`config.mk`:
```
export PLATFORM = sky130hd
export DESIGN_NAME = interrupt_latency_statistics_top
export DESIGN_NICKNAME = d
export VERILOG_FILES = /design/src/hdl/ils_pkg.sv /design/src/hdl/ils_div.sv /design/src/hdl/interrupt_latency_statistics_top.sv
export SDC_FILE = /design/constraint.sdc
export NUM_CORES = 1
export LEC_CHECK = 0
export BUFFER_PORTS_ARGS = -buffer_cell sky130_fd_sc_hd__clkbuf_2
export CAP_MARGIN = 20
export CORE_MARGIN = 10
export CORE_UTILIZATION = 60
export DETAILED_ROUTE_END_ITERATION = 10
export PLACE_DENSITY = 0.81
export SLEW_MARGIN = 40
export SYNTH_ARGS = -nofsm -noshare
export SYNTH_HDL_FRONTEND = slang
export SYNTH_SLANG_ARGS = --single-unit
```
`constraint.sdc`:
```
create_clock -name clk -period 8.4 [get_ports clk]
set_input_delay 0.84 -clock clk [delete_from_list [all_inputs] [get_ports clk]]
set_output_delay 0.84 -clock clk [all_outputs]
set_load 0.01 [all_outputs]
```
`src/hdl/ils_pkg.sv`:
```
// interrupt latency statistics: shared types and constants
// no dependencies; imported by the top level and the checker
package ils_pkg;

  localparam int DIV_WIDTH  = 32;
  localparam int RATE_WIDTH = 20;

  localparam logic [DIV_WIDTH-1:0]  MICROS_PER_SECOND = 32'd1000000;
  localparam logic [RATE_WIDTH-1:0] RATE_RESET        = 20'd1000;

  localparam logic [1:0] REQ_START   = 2'd0;
  localparam logic [1:0] REQ_SERVICE = 2'd1;
  localparam logic [1:0] REQ_STOP    = 2'd2;

  typedef enum logic [3:0] {
    ST_IDLE,
    ST_PERIOD_GO,
    ST_PERIOD_WAIT,
    ST_DELAY,
    ST_UPDATE,
    ST_CHECK,
    ST_AVG_GO,
    ST_AVG_WAIT,
    ST_REPORT
  } state_t;

endpackage

```
`src/hdl/ils_div.sv`:
```
// shared radix-2 restoring divider, one quotient bit per cycle
// standalone; used for the period and the average
module ils_div #(
  parameter int WIDTH = 32
) (
  input  logic             clk,
  input  logic             rst,
  input  logic             start,
  input  logic [WIDTH-1:0] dividend,
  input  logic [WIDTH-1:0] divisor,
  output logic             done,
  output logic [WIDTH-1:0] quotient
);

  localparam int CNT_W = (WIDTH > 1) ? $clog2(WIDTH) : 1;

  logic             busy;
  logic [CNT_W-1:0] cnt;
  logic [WIDTH-1:0] rem;
  logic [WIDTH-1:0] quo;
  logic [WIDTH-1:0] dvs;
  logic [WIDTH-1:0] rem_next;
  logic [WIDTH-1:0] quo_next;
  logic [WIDTH:0]   shifted;
  logic [WIDTH:0]   diff;

  always_comb begin
    shifted = {rem, quo[WIDTH-1]};
    diff    = shifted - {1'b0, dvs};
    if (!diff[WIDTH]) begin
      rem_next = diff[WIDTH-1:0];
      quo_next = {quo[WIDTH-2:0], 1'b1};
    end else begin
      rem_next = shifted[WIDTH-1:0];
      quo_next = {quo[WIDTH-2:0], 1'b0};
    end
  end

  always_ff @(posedge clk) begin
    if (rst) begin
      busy <= 1'b0;
      done <= 1'b0;
      cnt  <= '0;
    end else begin
      done <= 1'b0;
      if (start) begin
        busy <= 1'b1;
        cnt  <= '0;
        rem  <= '0;
        quo  <= dividend;
        dvs  <= divisor;
      end else if (busy) begin
        rem <= rem_next;
        quo <= quo_next;
        cnt <= cnt + 1'b1;
        if (cnt == CNT_W'(WIDTH - 1)) begin
          busy <= 1'b0;
          done <= 1'b1;
        end
      end
    end
  end

  assign quotient = quo;

endmodule

```
`src/hdl/interrupt_latency_statistics_top.sv`:
```
// interrupt latency statistics top level: sequencer, statistics registers
// depends on ils_pkg and ils_div
// path to the result beat: a service while running passes delay and update, start the period
// division on the 32-step shared divider; then check, and with samples held and no overflow
// the average division, else straight to report; one request at a time, the next taken the
// cycle after the result loads; synchronous reset clears stats, rate to 1000 Hz
module interrupt_latency_statistics_top import ils_pkg::*; #(
  parameter int TIME_WIDTH = 32
) (
  input  logic                  clk,
  input  logic                  rst,
  input  logic                  cfg_valid,
  output logic                  cfg_ready,
  input  logic [RATE_WIDTH-1:0] sample_rate_hz,
  input  logic                  req_valid,
  output logic                  req_stall,
  input  logic [1:0]            req_type,
  input  logic [31:0]           now_time,
  input  logic [31:0]           rearm_time,
  output logic                  res_valid,
  input  logic                  res_stall,
  output logic [31:0]           min_delay,
  output logic [31:0]           max_delay,
  output logic [31:0]           avg_delay,
  output logic                  overflowed,
  output logic [31:0]           next_deadline
);

  localparam int TW = TIME_WIDTH;

  state_t state;
  state_t state_next;

  logic [RATE_WIDTH-1:0] rate;
  logic [RATE_WIDTH-1:0] rate_eff;
  logic [TW-1:0]         now_q;
  logic [TW-1:0]         rearm_q;
  logic                  running;
  logic [TW-1:0]         deadline;
  logic [RATE_WIDTH-1:0] period_us;
  logic [TW-1:0]         min_seen;
  logic [TW-1:0]         max_seen;
  logic [31:0]           delay_sum;
  logic [31:0]           sample_count;
  logic                  sum_overflow;
  logic [TW-1:0]         delay_q;
  logic [31:0]           avg_q;

  logic                  div_start;
  logic [DIV_WIDTH-1:0]  div_dividend;
  logic [DIV_WIDTH-1:0]  div_divisor;
  logic                  div_done;
  logic [DIV_WIDTH-1:0]  div_quotient;

  logic [TW+31:0]         now_wide;
  logic [TW+31:0]         rearm_wide;
  logic [RATE_WIDTH-1:0]  period_src;
  logic [TW+RATE_WIDTH-1:0] period_wide;
  logic [TW-1:0]          deadline_new;
  logic [TW+31:0]         delay_wide;
  logic [TW-1:0]          delay_hi;
  logic [31:0]            delay_lo;
  logic [32:0]            sum33;
  logic                   sum_ok;
  logic [TW+31:0]         min_wide;
  logic [TW+31:0]         max_wide;
  logic [TW+31:0]         dl_wide;
  logic                   res_load;

  assign cfg_ready = 1'b1;

  // time alignment to the configured width
  assign now_wide    = {{TW{1'b0}}, now_time};
  assign rearm_wide  = {{TW{1'b0}}, rearm_time};
  assign period_src  = (state == ST_PERIOD_WAIT) ? div_quotient[RATE_WIDTH-1:0] : period_us;
  assign period_wide = {{TW{1'b0}}, period_src};
  assign deadline_new = rearm_q + period_wide[TW-1:0];

  assign delay_wide = {32'd0, delay_q};
  assign delay_hi   = delay_wide[TW+31:32];
  assign delay_lo   = delay_wide[31:0];
  assign sum33      = {1'b0, delay_sum} + {1'b0, delay_lo};
  assign sum_ok     = (delay_hi == '0) && !sum33[32] && (sample_count != '1);

  assign rate_eff = (rate == '0) ? RATE_WIDTH'(1) : rate;

  assign min_wide = {32'd0, min_seen};
  assign max_wide = {32'd0, max_seen};
  assign dl_wide  = {32'd0, deadline};

  assign res_load = (state == ST_REPORT) && (!res_valid || !res_stall);

  // next state
  always_comb begin
    state_next = state;
    unique case (state)
      ST_IDLE: begin
        if (req_valid) begin
          unique case (req_type)
            REQ_START:   state_next = ST_PERIOD_GO;
            REQ_SERVICE: state_next = running ? ST_DELAY : ST_CHECK;
            default:     state_next = ST_CHECK;
          endcase
        end
      end
      ST_PERIOD_GO:   state_next = ST_PERIOD_WAIT;
      ST_PERIOD_WAIT: if (div_done) state_next = ST_CHECK;
      ST_DELAY:       state_next = ST_UPDATE;
      ST_UPDATE:      state_next = ST_CHECK;
      ST_CHECK: begin
        if (sum_overflow || (sample_count == '0)) begin
          state_next = ST_REPORT;
        end else begin
          state_next = ST_AVG_GO;
        end
      end
      ST_AVG_GO:      state_next = ST_AVG_WAIT;
      ST_AVG_WAIT:    if (div_done) state_next = ST_REPORT;
      ST_REPORT:      if (!res_valid || !res_stall) state_next = ST_IDLE;
    endcase
  end

  // sequencer outputs
  always_comb begin
    req_stall    = 1'b1;
    div_start    = 1'b0;
    div_dividend = delay_sum;
    div_divisor  = sample_count;
    unique case (state)
      ST_IDLE:      req_stall = 1'b0;
      ST_PERIOD_GO: begin
        div_start    = 1'b1;
        div_dividend = MICROS_PER_SECOND + DIV_WIDTH'(rate_eff >> 1);
        div_divisor  = DIV_WIDTH'(rate_eff);
      end
      ST_AVG_GO:    div_start = 1'b1;
      ST_PERIOD_WAIT, ST_DELAY, ST_UPDATE, ST_CHECK, ST_AVG_WAIT, ST_REPORT: begin
      end
    endcase
  end

  always_ff @(posedge clk) begin
    if (rst) begin
      state        <= ST_IDLE;
      rate         <= RATE_RESET;
      running      <= 1'b0;
      deadline     <= '0;
      period_us    <= '0;
      min_seen     <= '1;
      max_seen     <= '0;
      delay_sum    <= '0;
      sample_count <= '0;
      sum_overflow <= 1'b0;
      res_valid    <= 1'b0;
    end else begin
      state <= state_next;
      if (cfg_valid && cfg_ready) begin
        rate <= sample_rate_hz;
      end
      if (res_load) begin
        res_valid <= 1'b1;
      end else if (!res_stall) begin
        res_valid <= 1'b0;
      end
      unique case (state)
        ST_IDLE: begin
          if (req_valid) begin
            now_q   <= now_wide[TW-1:0];
            rearm_q <= rearm_wide[TW-1:0];
            if (req_type == REQ_STOP) begin
              running <= 1'b0;
            end
          end
        end
        ST_PERIOD_WAIT: begin
          if (div_done) begin
            period_us    <= div_quotient[RATE_WIDTH-1:0];
            deadline     <= deadline_new;
            running      <= 1'b1;
            min_seen     <= '1;
            max_seen     <= '0;
            delay_sum    <= '0;
            sample_count <= '0;
            sum_overflow <= 1'b0;
          end
        end
        ST_DELAY: delay_q <= now_q - deadline;
        ST_UPDATE: begin
          if (delay_q < min_seen) begin
            min_seen <= delay_q;
          end
          if (delay_q > max_seen) begin
            max_seen <= delay_q;
          end
          if (!sum_overflow) begin
            if (sum_ok) begin
              delay_sum    <= sum33[31:0];
              sample_count <= sample_count + 32'd1;
            end else begin
              sum_overflow <= 1'b1;
            end
          end
          deadline <= deadline_new;
        end
        ST_CHECK: avg_q <= sum_overflow ? '1 : '0;
        ST_AVG_WAIT: begin
          if (div_done) begin
            avg_q <= div_quotient;
          end
        end
        default: begin
        end
      endcase
    end
  end

  // result beat register
  always_ff @(posedge clk) begin
    if (res_load) begin
      min_delay     <= min_wide[31:0];
      max_delay     <= max_wide[31:0];
      avg_delay     <= avg_q;
      overflowed    <= sum_overflow;
      next_deadline <= dl_wide[31:0];
    end
  end

  ils_div #(
    .WIDTH (DIV_WIDTH)
  ) u_div (
    .clk      (clk),
    .rst      (rst),
    .start    (div_start),
    .dividend (div_dividend),
    .divisor  (div_divisor),
    .done     (div_done),
    .quotient (div_quotient)
  );

endmodule

```
==> impl_results.md, run 1 <==
- Crit Path Max Fanout: 21
- Die width: 237.9 microns
- Crit path capture type: flip-flop
- # resized after CTS: 0
- Clock sink count: 567
- Diode count: 0
- Post-Synthesis Cells: 2751
- Xor/xnor share of the synthesized area: 0.04027
- Vias in the first global route: 21320
- Setup TNS Final: 0 ps
- Hold slack: 388.0 ps
- Area of placed instances: 30190 sq um
- Yosys reg bits: 567
- Max Cap Violations: 0
- FF-to-FF setup slack: 3720 ps
- First-pass GRT wire length: 113900 microns
- Worst-skew pair later-pin latency: 630 ps
- Worst EP required: 8930 ps
- Layout cells sized above 1: 0.1454
- Placement Rows: 79
- Clock period minus worst slack: 4682 ps
- Register clock-pin slew on the reported worst setup and hold paths: 60 ps
- Largest family of logic cells by synthesized area: simple AND/OR/NAND/NOR gates
- Hold violation total from the final report: 0
- Syn Area/Cell: 10.36 sq um
- Port-buffer cells: 221
- Total routed wirelength: 72520 microns
- Post-synthesis mux area share: 0.03671
- Die Span Y: 237.9 microns
- Vias: 21780
- Worst path max stage delay: 530 ps
- Gr usage total: 0.2489
- Postcts setup bufs: 0
- Worst IR drop on VDD: 0.2304 mV
- Final Total Pwr: 10380 uW
- Crit Path Category: flip-flop to flip-flop
- Drt first pass iters: 7
- Filler cells: 3401
- Post-synthesis compound-gate area fraction: 0.1383
- Die ar.: 56610 sq um
- Synth async-reset ratio: 0
- Layout Nets: 3215
- CP arrival: 5210 ps
- Slew Limit Fails: 0
- Setup Skew: 18.66 ps
- Worst Hold Class: input pin to flip-flop
- Hold-fix buffers, CTS: 0
- Antenna viol nets, final: 0
- Final Instance Area: 32230 sq um
- Layout area overhead: 13.13%
- RSZ-0062 raised after global routing: false
- Initial DRC count: 2050
- H-tree depth: 2
- Peak Freq: 213.6 MHz
- Outcome: completed
- Antenna violations before repair: 0
- IO Pins: 223
- Core area: 46750 sq um
- Num CTS Buffers: 57
- GRT overflow: 0
- Largest net degree at the start of global routing: 110
- Final setup viols: 0
- Simple-Gate Fraction of Synth Area: 0.1401
- Slowest stage cell, crit path: a31oi_1
- Total power density per cell area: 322.2 nW/um^2
- Syn_nets: 3030
- Startpoint Class: flip-flop
- Root Buffer: clkbuf_16
- Number of synthesized flops with an enable pin: 353
- Sequential fraction of the synthesis area: 0.5224
- Drt drc: 0
- Synth cell types: 71
- Routability cong.: 0.9342
- Initial Util: 0.6094
- Wire per inst: 20.19 microns
- CTS tree: done
- Leak: 0.01315 uW
- Mapped Area: 28490 sq um
- Period utilisation layout: 0.5574
- CTS Buffer Depth: 3
- Relative slew slack: 0.4211
- CP cell instances: nor2_1, nand2_1, nor2_1, buf_4, mux2_2, ha_1, o21ai_0, a31o_2, a31oi_1, o21ai_0, a31oi_1, a221o_1, nor2b_1, nand4_1, xor2_1, a211oi_1
- Most used DFF post-synth: edfxtp_1
- Warnings, synthesis: 0
- Post-DP HPWL: 51700 microns
- Number of vias per cell: 6.062
- Post-synthesis adder-cell area fraction: 0.08361
- Slew at the pin closest to its max-slew limit: 857.5 ps
-- cell families after synthesis --
kind of cell    count (synthesis)
compound gates                611
buf+inv                       287
flops                         567
fa+ha+maj                     188
other cells                     1
mux                           102
xor+xnor                      131
simple gates                  864
-- worst max-delay path: cells and delay by family (launching register included) --
family / cells / cell delay (ps)
AO/OA/AOI/OAI: 7 / 1930
XOR/XNOR: 1 / 160
adder cells (fa/ha/maj): 1 / 340
buffers and inverters: 1 / 310
flip-flops: 1 / 400
multiplexers: 1 / 390
AND/OR/NAND/NOR: 5 / 1060
-- cell usage after synthesis, drive strengths merged, types with 68 or more instances --
| library cell | n | area share |
|---|---|---|
| nand2 | 297 | 0.039 |
| clkbuf | 110 | 0.014 |
| o21ai | 88 | 0.015 |
| xnor2 | 89 | 0.027 |
| ha | 184 | 0.081 |
| edfxtp | 353 | 0.37 |
| nor3 | 68 | 0.012 |
| inv | 164 | 0.022 |
| mux2i | 82 | 0.029 |
| nand3 | 84 | 0.015 |
| nor2 | 212 | 0.028 |
| a21oi | 219 | 0.038 |
| a21o | 80 | 0.021 |
| dfxtp | 214 | 0.15 |
-- final timing paths --
check                        to          from  depth (start not counted)
hold / removal        now_q[19]  now_time[19]                          1
hold reg to reg   avg_delay[29]     avg_q[29]                          0
setup / recovery   deadline[29]      state[3]                         16
setup reg to reg   deadline[29]      state[3]                         16
-- layer usage --
layer | up-vias | share of wire | track usage
met1 | 10460 | 0.42 | 0.3193
li1 | 10330 | - | -
met5 | - | 0 | 0
met3 | 149 | 0.068 | 0.04000
met4 | 0 | 0.032 | 0.08953
met2 | 833 | 0.48 | 0.4205
-- layout by cell type (no fill, tap or decap), types with 17 or more instances in the layout --
cell type  Yosys  final
a211oi_1      36     36
a21o_1        80     80
a21oi_1      219    218
a22o_1        19     19
a31o_2        35     35
a31oi_1       20     19
and2_1        21     21
and3_1        24     23
buf_4          1     23
clkbuf_16      0     62
clkbuf_2       0    220
dfxtp_1      214    214
edfxtp_1     353    353
ha_1         184    184
inv_1        164    164
mux2_2        20     20
mux2i_1       82     82
nand2_1      297    294
nand2b_1      22     22
nand3_1       84     84
nand4_1       34     34
nor2_1       212    209
nor2b_1       26     26
nor3_1        68     68
nor4_1        17     17
o21ai_0       84     84
or3_1         18     18
xnor2_1       89     88
xor2_1        42     42
-- stage by stage --
| step | std cells | setup slack, ps | util |
|---|---|---|---|
| 2_1_floorplan | 2751 | 670.4 | - |
| 3_3_place_gp | 3483 | 3728 | 0.6450 |
| 3_5_place_dp | 3484 | 3562 | 0.6457 |
| 4_1_cts | 3592 | 3505 | 0.6891 |
| 5_1_grt | 3592 | 3409 | 0.6895 |
| 6_report | 3592 | 3718 | 0.6895 |
-- report_power, final --
part	leakage (uW)	total [uW]	switching, uW	internal (uW)
clock network	0.000975	2730	1130	1600
logic	0.00722	3710	2260	1440
registers	0.00495	3950	341	3610
-- cell type report --
class	instances	area, sq um	share of cell area
Tap cell	607	759.5	0.02356
Sequential cell	567	14880	0.4617
Timing Repair Buffer	248	1336	0.04145
Clock buffer	73	1633	0.05065
Clock inverter	35	399.1	0.01238
Multi-Input combinational cell	1897	12600	0.3910
Inverter	165	619.3	0.01921
Power figures use the tool's default switching activity.
==> run 2, diff against run 1 <==
--- a/config.mk
+++ b/config.mk
@@ -5,12 +5,13 @@
 export SDC_FILE = /design/constraint.sdc
 export NUM_CORES = 1
 export LEC_CHECK = 0
+export ABC_AREA = 1
 export BUFFER_PORTS_ARGS = -buffer_cell sky130_fd_sc_hd__clkbuf_2
 export CAP_MARGIN = 20
 export CORE_MARGIN = 10
-export CORE_UTILIZATION = 60
+export CORE_UTILIZATION = 55
 export DETAILED_ROUTE_END_ITERATION = 10
-export PLACE_DENSITY = 0.81
+export PLACE_DENSITY = 0.78
 export SLEW_MARGIN = 40
 export SYNTH_ARGS = -nofsm -noshare
 export SYNTH_HDL_FRONTEND = slang
==> constraint.sdc (replaced) <==
create_clock -name clk -period 3.9 [get_ports clk]
set_input_delay 0.39 -clock clk [delete_from_list [all_inputs] [get_ports clk]]
set_output_delay 0.39 -clock clk [all_outputs]
set_load 0.01 [all_outputs]
==> impl_results.md, run 2 <==
- Startpoint Class: flip-flop (unchanged)
- FF-to-FF setup slack: 580 ps (was 3720 ps)
- Hold-fix buffers, CTS: 73 (was 0)
- Final setup viols: 0 (unchanged)
- # resized after CTS: 0 (unchanged)
- CP arrival: 3850 ps (was 5210 ps)
- Worst-skew pair later-pin latency: 640 ps (was 630 ps)
- Cell-internal power: 14380 uW (was 6650 uW)
- Max Cap Violations: 0 (unchanged)
- Slew Limit Fails: 0 (unchanged)
- Initial DRC count: 3080 (was 2050)
- Layout area overhead: 14.09% (was 13.13%)
- CTS Buffer Depth: 3 (unchanged)
- Setup TNS Final: 0 ps (unchanged)
- Post-Synthesis Cells: 3904 (was 2751)
- Top post-synthesis cells by area: edfxtp_1, dfxtp_1, nand2_1, ha_1, inv_1 (was edfxtp_1, dfxtp_1, ha_1, nand2_1, a21oi_1)
- Relative slew slack: 0.4885 (was 0.4211)
- Period utilisation layout: 0.8520 (was 0.5574)
- Sequential share of power: 0.361 (was 0.380)
- Placement Rows: 87 (was 79)
- Number of vias per cell: 5.617 (was 6.062)
- Gr usage total: 0.2784 (was 0.2489)
- Warnings, synthesis: 0 (unchanged)
- Vias: 27940 (was 21780)
- Yosys reg bits: 567 (unchanged)
- Total power density per cell area: 680.0 nW/um^2 (was 322.2 nW/um^2)
- Postcts setup bufs: 0 (unchanged)
- Core area: 56600 sq um (was 46750 sq um)
- Switching Share: 0.4134 (was 0.3596)
- Die Span Y: 259.7 microns (was 237.9 microns)
- Setup Skew: 42.46 ps (was 18.66 ps)
- Root Buffer: clkbuf_16 (unchanged)
- Most used DFF post-synth: edfxtp_1 (unchanged)
- Port-buffer cells: 221 (unchanged)
- Register clock-pin slew on the reported worst setup and hold paths: 70 ps (was 60 ps)
- Clock period minus worst slack: 3323 ps (was 4682 ps)
- Commonest cells after routing, fill and taps aside: nand2_1, inv_1, nor2_1 (was edfxtp_1, nand2_1, clkbuf_2)
- H-tree depth: 2 (unchanged)
- Power share of the combinational group: 0.407 (was 0.357)
- Antenna violations before repair: 2 (was 0)
- Hold violation total from the final report: 0 (unchanged)
- Largest net degree at the start of global routing: 109 (was 110)
- Peak Freq: 300.9 MHz (was 213.6 MHz)
- Worst IR drop on VDD: 0.9401 mV (was 0.2304 mV)
- Sequential fraction of the synthesis area: 0.4711 (was 0.5224)
- Drt first pass iters: 6 (was 7)
- Crit Path Category: flip-flop to flip-flop (unchanged)
- Top post-synthesis cells by count: nand2_1, inv_1, nor2_1 (was edfxtp_1, nand2_1, a21oi_1)
- Synth async-reset ratio: 0 (unchanged)
- Crit path capture type: flip-flop (unchanged)
- GRT overflow: 0 (unchanged)
- Post-Place Worst Slack: 672.7 ps (was 3562 ps)
- Post-DP HPWL: 71580 microns (was 51700 microns)
- Setup ws final: 577.2 ps (was 3718 ps)
- Die width: 259.7 microns (was 237.9 microns)
- Synth cell types: 53 (was 71)
- Vias in the first global route: 25990 (was 21320)
- Initial Util: 0.5582 (was 0.6094)
- Total routed wirelength: 96230 microns (was 72520 microns)
- Worst EP required: 4430 ps (was 8930 ps)
- First-pass GRT wire length: 148000 microns (was 113900 microns)
- Die ar.: 67440 sq um (was 56610 sq um)
- Mapped Area: 31600 sq um (was 28490 sq um)
- Drt drc: 0 (unchanged)
- CTS tree: done (unchanged)
- Outcome: completed (unchanged)
- Post-synth top area cell: edfxtp_1 (unchanged)
- Switching power total: 10130 uW (was 3735 uW)
- Commonest non-fill, non-tap cell in the layout: nand2_1 (was edfxtp_1)
- Leak: 0.01577 uW (was 0.01315 uW)
- Syn_nets: 4183 (was 3030)
- Syn Area/Cell: 8.093 sq um (was 10.36 sq um)
- Routability cong.: 0.9909 (was 0.9342)
- Filler cells: 4859 (was 3401)
- RSZ-0062 raised after global routing: false (unchanged)
- Slew at the pin closest to its max-slew limit: 767.2 ps (was 857.5 ps)
- Number of synthesized flops with an enable pin: 353 (unchanged)
- Layout cells sized above 1: 0.09910 (was 0.1454)
- Num CTS Buffers: 59 (was 57)
- Crit Path Max Fanout: 38 (was 21)
- Clock sink count: 567 (unchanged)
- Most frequent cell after synthesis: nand2_1 (was edfxtp_1)
- Share of total power in the clock network: 0.231 (was 0.263)
- Worst Hold Class: input pin to flip-flop (unchanged)
- IO Pins: 223 (unchanged)
- Wire per inst: 19.34 microns (was 20.19 microns)
- Layout Nets: 4448 (was 3215)
- Synth top area share: 0.3355 (was 0.3720)
- Antenna viol nets, final: 0 (unchanged)
[run 2: cell types whose count changed in the layout (fill, tap and decap cells not counted), sizes merged, moves of 32 or more]
cell,before,now
o21ai,88,225
dlygate4sd3,0,73
a31o,35,0
a211oi,36,4
mux2i,82,0
xnor2,89,27
inv,169,539
a21o,80,13
a21oi,219,319
nand3,84,313
nor2,212,381
nand2,297,897
[run 2: final timing paths]
kind,startpoint,end,cells past startpoint
setup / recovery,state[1],deadline[27],18
setup reg to reg,state[1],deadline[27],18
hold / removal,sample_rate_hz[5],rate[5],3
hold reg to reg,avg_q[3],avg_delay[3],0
[run 2: logic make-up (layout without fill, tap and decap cells)]
group                      Yosys count  count (layout)  synth area share
xor gates and xnor gates            92              92           0.02550
adders and majority gates          188             188           0.07540
buffers and inverters              660             974           0.08304
and+or+nand+nor                   1753            1753            0.2352
DFF                                567             567            0.4711
AOI/OAI and AO/OA                  643             643            0.1097
other                                1               2         0.0001187
[run 2: cell type report]
type                            count  area, sq um  share of cell area
Inverter                          534         2008             0.05571
Antenna cell                        1        2.502          0.00006942
Multi-Input combinational cell   2677        14140              0.3922
Tap cell                          756        945.9             0.02624
Timing Repair Buffer              330         2146             0.05953
Clock buffer                       73         1602             0.04443
Sequential cell                   567        14880              0.4129
Clock inverter                     37        320.3            0.008886
[run 2: power by group through the flow]
| stage | clock, uW | combinational, uW | sequential [uW] |
|---|---|---|---|
| global placement | 0 | 9480 | 8950 |
| global route | 5930 | 11100 | 8940 |
| detailed placement | 0 | 9600 | 8950 |
| floorplan | 0 | 7110 | 8580 |
| CTS | 5670 | 9730 | 8840 |
| finish | 5670 | 9990 | 8860 |
[run 2: layer usage]
| metal | GRT usage | share of wire | vias to the layer above |
|---|---|---|---|
| met5 | 0 | 0 | - |
| met2 | 0.4532 | 0.46 | 1264 |
| met4 | 0.08933 | 0.032 | 0 |
| met1 | 0.3676 | 0.41 | 13020 |
| li1 | - | - | 13480 |
| met3 | 0.05559 | 0.095 | 181 |
[run 2: critical path, cell delays in order (launching register included)]
cell and delay [ps]:
dfxtp_1 500, inv_1 90, nor2_2 140, nand2_1 160, buf_4 280, o21ai_0 280
ha_1 320, a21oi_1 150, nand2_1 100, nand2_1 70, nand2_1 100, nand2_1 80
nand2_1 120, nand2_1 120, nand3_1 230, nand3_1 180, nand2_1 70, o21bai_1 190
inv_1 60
[run 2: per-stage QoR]
stage                       util  cells  instance area [sq um]  power [uW]  hold WS, ps
after floorplan                -   3904                  31610       15700        400.3
after global placement    0.5897   4791                  33380       18430        404.5
after detailed placement  0.5899   4791                  33390       18550        404.5
after CTS                 0.6367   4974                  36040       24250        2.707
after global routing      0.6368   4975                  36050       25960        41.12
final                     0.6368   4975                  36050       24510        43.67
